[src/mt_pkg.sv]
package mt_pkg;

    localparam int STATE_WORDS = 624;
    localparam int SHIFT_M     = 397;
    localparam int IDX_W       = 10;

    localparam logic [31:0] TWIST_MATRIX = 32'h9908_B0DF;
    localparam logic [31:0] TEMPER_B     = 32'h9D2C_5680;
    localparam logic [31:0] TEMPER_C     = 32'hEFC6_0000;
    localparam logic [31:0] SEED_MULT    = 32'd1812433253;
    localparam logic [31:0] HIGH_BIT     = 32'h8000_0000;
    localparam logic [31:0] LOW_BITS     = 32'h7FFF_FFFF;
    localparam logic [31:0] SEED_RESET   = 32'd5489;

    localparam logic [IDX_W-1:0] LAST_IDX = IDX_W'(STATE_WORDS - 1);
    localparam logic [IDX_W-1:0] WRAP_IDX = IDX_W'(STATE_WORDS - SHIFT_M);
    localparam logic [IDX_W-1:0] M_OFS    = IDX_W'(SHIFT_M);

    localparam logic [1:0] OP_RAW  = 2'd0;
    localparam logic [1:0] OP_MOD  = 2'd1;
    localparam logic [1:0] OP_ZERO = 2'd2;

    typedef struct packed {
        logic [1:0]  op;
        logic [30:0] bound;
    } cmd_t;

    function automatic logic [31:0] temper(input logic [31:0] w);
        logic [31:0] x;
        x = w ^ (w >> 11);
        x = x ^ ((x << 7) & TEMPER_B);
        x = x ^ ((x << 15) & TEMPER_C);
        x = x ^ (x >> 18);
        return x;
    endfunction

    function automatic logic [31:0] twist(input logic [31:0] w0, input logic [31:0] w1,
                                          input logic [31:0] wm);
        logic [31:0] y;
        logic [31:0] v;
        y = (w0 & HIGH_BIT) | (w1 & LOW_BITS);
        v = wm ^ (y >> 1);
        if (w1[0])
        begin
            v = v ^ TWIST_MATRIX;
        end
        return v;
    endfunction

endpackage

[src/mt_front.sv]
module mt_front (
    input  logic          clk,
    input  logic          rst_n,
    input  logic          start,
    input  logic          bounded,
    input  logic [30:0]   upper_bound,
    input  logic          pop,
    output logic          busy,
    output logic          cmd_valid,
    output mt_pkg::cmd_t  cmd
);

    mt_pkg::cmd_t q_reg [2];
    logic         rd_ptr_reg, rd_ptr_next;
    logic         wr_ptr_reg, wr_ptr_next;
    logic [1:0]   count_reg, count_next;
    logic         push;
    mt_pkg::cmd_t new_cmd;

    assign busy      = (count_reg == 2'd2);
    assign push      = start && !busy;
    assign cmd_valid = (count_reg != 2'd0);
    assign cmd       = q_reg[rd_ptr_reg];

    // A zero bound in bounded mode is settled here so the back end draws nothing.
    always_comb
    begin
        new_cmd.bound = upper_bound;
        if (!bounded)
        begin
            new_cmd.op = mt_pkg::OP_RAW;
        end
        else if (upper_bound == 31'd0)
        begin
            new_cmd.op = mt_pkg::OP_ZERO;
        end
        else
        begin
            new_cmd.op = mt_pkg::OP_MOD;
        end
    end

    always_comb
    begin
        rd_ptr_next = rd_ptr_reg ^ (pop && cmd_valid);
        wr_ptr_next = wr_ptr_reg ^ push;
        count_next  = count_reg + {1'b0, push} - {1'b0, pop && cmd_valid};
    end

    always_ff @(posedge clk or negedge rst_n)
    begin
        if (!rst_n)
        begin
            rd_ptr_reg <= 1'b0;
            wr_ptr_reg <= 1'b0;
            count_reg  <= 2'd0;
        end
        else
        begin
            rd_ptr_reg <= rd_ptr_next;
            wr_ptr_reg <= wr_ptr_next;
            count_reg  <= count_next;
        end
    end

    always_ff @(posedge clk)
    begin
        if (push)
        begin
            q_reg[wr_ptr_reg] <= new_cmd;
        end
    end

`ifndef SYNTHESIS
    a_no_overflow: assert property (@(posedge clk) disable iff (!rst_n)
        count_reg == 2'd2 |-> !push)
        else $error("queue written while full");
    a_count_range: assert property (@(posedge clk) disable iff (!rst_n)
        count_reg != 2'd3)
        else $error("queue count out of range");
    a_ptr_match: assert property (@(posedge clk) disable iff (!rst_n)
        (count_reg == 2'd0 || count_reg == 2'd2) |-> rd_ptr_reg == wr_ptr_reg)
        else $error("queue pointers disagree with count");
`endif

endmodule

[config.mk]
export PLATFORM = sky130hd
export DESIGN_NAME = mt_front
export DESIGN_NICKNAME = d
export VERILOG_FILES = /design/src/mt_pkg.sv /design/src/mt_front.sv
export SDC_FILE = /design/constraint.sdc
export NUM_CORES = 1
export LEC_CHECK = 0
export ABC_AREA = 0
export BUFFER_PORTS_ARGS = -buffer_cell sky130_fd_sc_hd__buf_4
export CORE_ASPECT_RATIO = 0.75
export CORE_UTILIZATION = 25
export DETAILED_ROUTE_END_ITERATION = 10
export PLACE_DENSITY = 0.52
export REMOVE_ABC_BUFFERS = 1
export SYNTH_ARGS = -nofsm -noshare
export SYNTH_HDL_FRONTEND = slang
export SYNTH_SLANG_ARGS = --single-unit
[constraint.sdc]
create_clock -name clk -period 2.22 [get_ports clk]
set_clock_uncertainty 0.2 [all_clocks]
set_input_delay 0.444 -clock clk [delete_from_list [all_inputs] [get_ports clk]]
set_output_delay 0.444 -clock clk [all_outputs]
set_load 0.02 [all_outputs]
==> results by group <==
Run status
  • Status: completed

STA
  • FMAX: 473 MHz
  • # setup viols final: 0
  • Final period util: 95.3%
  • Final Worst Setup Slack: ~0.10 ns
  • Hold Vio Cnt, Final: 0
  • RSZ-0062 raised after global routing: false
  • Minimum clock period: 2.12 ns
  • Slew HR: about two thirds
  • Setup TNS: 0 ns
  • Measured slew at the worst slew-check pin: slightly above 0.5 ns
  • Final Slew Violations: 0

Final layout
  • Ant diodes: 0
  • Most common cell after layout, fill and taps aside: buf_4
  • Layout Nets: between 200 and 300
  • Layout area overhead: 38.0%
  • Max FFs per register: 66
  • Util after Layout: between 30% and 40%
  • Most frequent cells in the layout: buf_4 (76), edfxtp_1 (66), mux2_4 (29), clkbuf_16 (9)
  • Layout cell share with drive strength beyond 1: a little under three fifths
  • Layout fillers: ~1.0k
  • Final Cell Area: between 0.003 and 0.004 mm²

Logic synthesis
  • Cell taking the most area after synthesis: edfxtp_1
  • Seq cells post-synth: 70
  • Synth unique cells: 19
  • Largest family of logic cells by synthesized area: multiplexers
  • Post-synthesis mux area share: around 17%
  • Post-Synth Simple-Gate Area: under 10%
  • Mapped Cells: between 100 and 150
  • Sequential-to-total area share from yosys stat: approximately three quarters
  • Post-Syn Area: roughly 0.0028 mm²
  • Synth Area in Adders: under 10%
  • Mean Syn Cell Area: around 21 µm²
  • Yosys top cell area share: a little over two thirds
  • Xor and xnor area share after synthesis: less than 1%
  • Compound-Gate Fraction of Synth Area: less than 1%
  • Top post-synthesis cells by area: edfxtp_1 (71%), mux2_4 (16%), dfrtp_1 (3.6%)
  • Synth warn: 0

Clock tree
  • CTS Root Buffer Type: clkbuf_16
  • H-tree levels: 3
  • Worst skew pair latency: 0.33 ns
  • Worst-path clk slew: roughly 0.060 ns
  • CTS tree: yes
  • CTS sink count: 70
  • Max clock buf depth: 2
  • Number of buffers created by CTS: 9

Place
  • IO Port Bufs: 70
  • Dpl hpwl: around 3.6 mm
  • RePlAce Congestion: a little over 0.6
  • Placed Area: 0.00355 mm²
  • Post-Place Setup Slack: ~0.17 ns

Routing
  • WL/cell: approximately 14 µm
  • Vias per cell: 4.11
  • Length of the first detailed-routing pass in iterations: 4
  • Final Routed Wirelength: around 5.3 mm
  • DRT antenna net count: 0
  • Vias: between 1.5k and 2k
  • DR DRC count: 0
  • Initial DRC Count: 68

Critical path
  • Crit. End Element: primary output
  • Critical-path cell list: buf_6, mux2_2, buf_4
  • CP max stage delay: roughly 0.4 ns
  • Startpoint types: flop
  • R2r setup slk: roughly 0.35 ns
  • CP delay by family, top: flip-flops
  • Required @ worst endpoint: ~1.6 ns
  • Worst setup path class: flop to primary output
  • Slowest-stage cell, CP: dfrtp_2
  • CP Buf/Inv Count: 2
  • CP arrival: roughly 1.5 ns
  • Worst-path fanout max: 13

Flow run
  • MaxCap Viol Count: 0

Min path
  • Hold/Removal Path Class: input pin to flop

Pwr
  • Power Dens Cells: approximately 1400 mW/mm²
  • Leakage: between 1.5 and 2 nW
  • Total Power: 5.37 mW
  • Max VDD drop: approximately 640 µV

Die
  • Die area: around 0.012 mm²
  • Row count: 33
  • Initial Utilization: 25.7%
  • Core Area: 0.0109 mm²
  • Top-Level Pins: 71
  • Die H: between 90 and 100 µm
  • Die W: about 120 µm

Global route
  • Overflow after GRT: 0
  • Vias in the first global route: between 1.5k and 2k
  • First-pass GRT wire length: between 8 and 9 mm
  • Antenna violations before repair: 0
  • Aggregate global-route resource usage: under 10%
  • Largest net degree at the start of global routing: 22
==> timing repair <==
item	CTS	global route
endpoints found under the hold margin	4	0
endpoints found under the setup margin	0	1
gates resized for setup	0	1
buffers inserted	0	0
hold buffers	1	0
==> synth_stat cells (all sizes together) <==
| master | n |
|---|---|
| and2 | 1 |
| buf | 4 |
| dfrtp | 4 |
| edfxtp | 66 |
| ha | 4 |
| inv | 6 |
| mux2 | 33 |
| nand2 | 1 |
| nand2b | 1 |
| nand4 | 2 |
| nor3 | 2 |
| nor4 | 7 |
| o21a | 1 |
| or2 | 1 |
| xnor2 | 2 |
| xor2 | 1 |
==> through the flow <==
step	instances	hold slack, ns
6_report	367	0.104
5_1_grt	367	0.0857
4_1_cts	367	0.0855
3_5_place_dp	350	0.0446
3_3_place_gp	350	0.0449
2_1_floorplan	132	-0.0516
==> cells by family after synthesis <==
kind of cell | Yosys count
flip-flops | 70
multiplexers | 33
AND/OR/NAND/NOR | 15
buffers and inverters | 10
adder cells (fa/ha/maj) | 4
XOR/XNOR | 3
AO/OA/AOI/OAI | 1
==> power by group <==
group	internal, mW	leakage (nW)	switching (mW)
clock	0.980	0.154	0.513
sequential	1.81	0.659	0.0852
combinational	0.974	0.733	0.999
total	3.77	1.55	1.60
==> worst reg2reg max path: cells and delay by family, from the launching register on <==
kind,cells,cell delay [ns]
xor gates and xnor gates,2,0.30
adders and majority gates,2,0.45
buffers and inverters,1,0.04
DFF,1,0.40
and+or+nand+nor,2,0.42
==> routing by layer <==
layer  vias to the layer above  global-route usage [%]  share of wire, %
met5                         -                       0                 0
met4                         0                    4.22               1.6
met3                         8                    5.18               7.2
met2                        52                    15.7                47
met1                       746                    10.9                44
li1                        702                       -                 -
==> final cells by class <==
cell class                 count  area, µm²  area share, %
timing repair buffer          79        612           15.8
inverter                       6       22.5          0.581
tap                          140        175           4.52
clock buffer                  10        229           5.91
sequential                    70       2080           53.8
clock inverter                 6       86.3           2.23
multi-input combinational     56        667           17.2
==> path summary, 6_finish.rpt <==
kind                                          end  cells past startpoint                   start
min                         q_reg[0][5]$_DFFE_PP_                      1          upper_bound[5]
max                                        cmd[0]                      3    rd_ptr_reg$_DFF_PN0_
max reg2reg                count_reg[1]$_DFF_PN0_                      7  count_reg[1]$_DFF_PN0_
min reg2reg                count_reg[1]$_DFF_PN0_                      1  count_reg[1]$_DFF_PN0_
max in group asynchronous    rd_ptr_reg$_DFF_PN0_                      2                   rst_n
min in group asynchronous  count_reg[0]$_DFF_PN0_                      2                   rst_n
No activity file was read; power rests on OpenSTA's default activity.
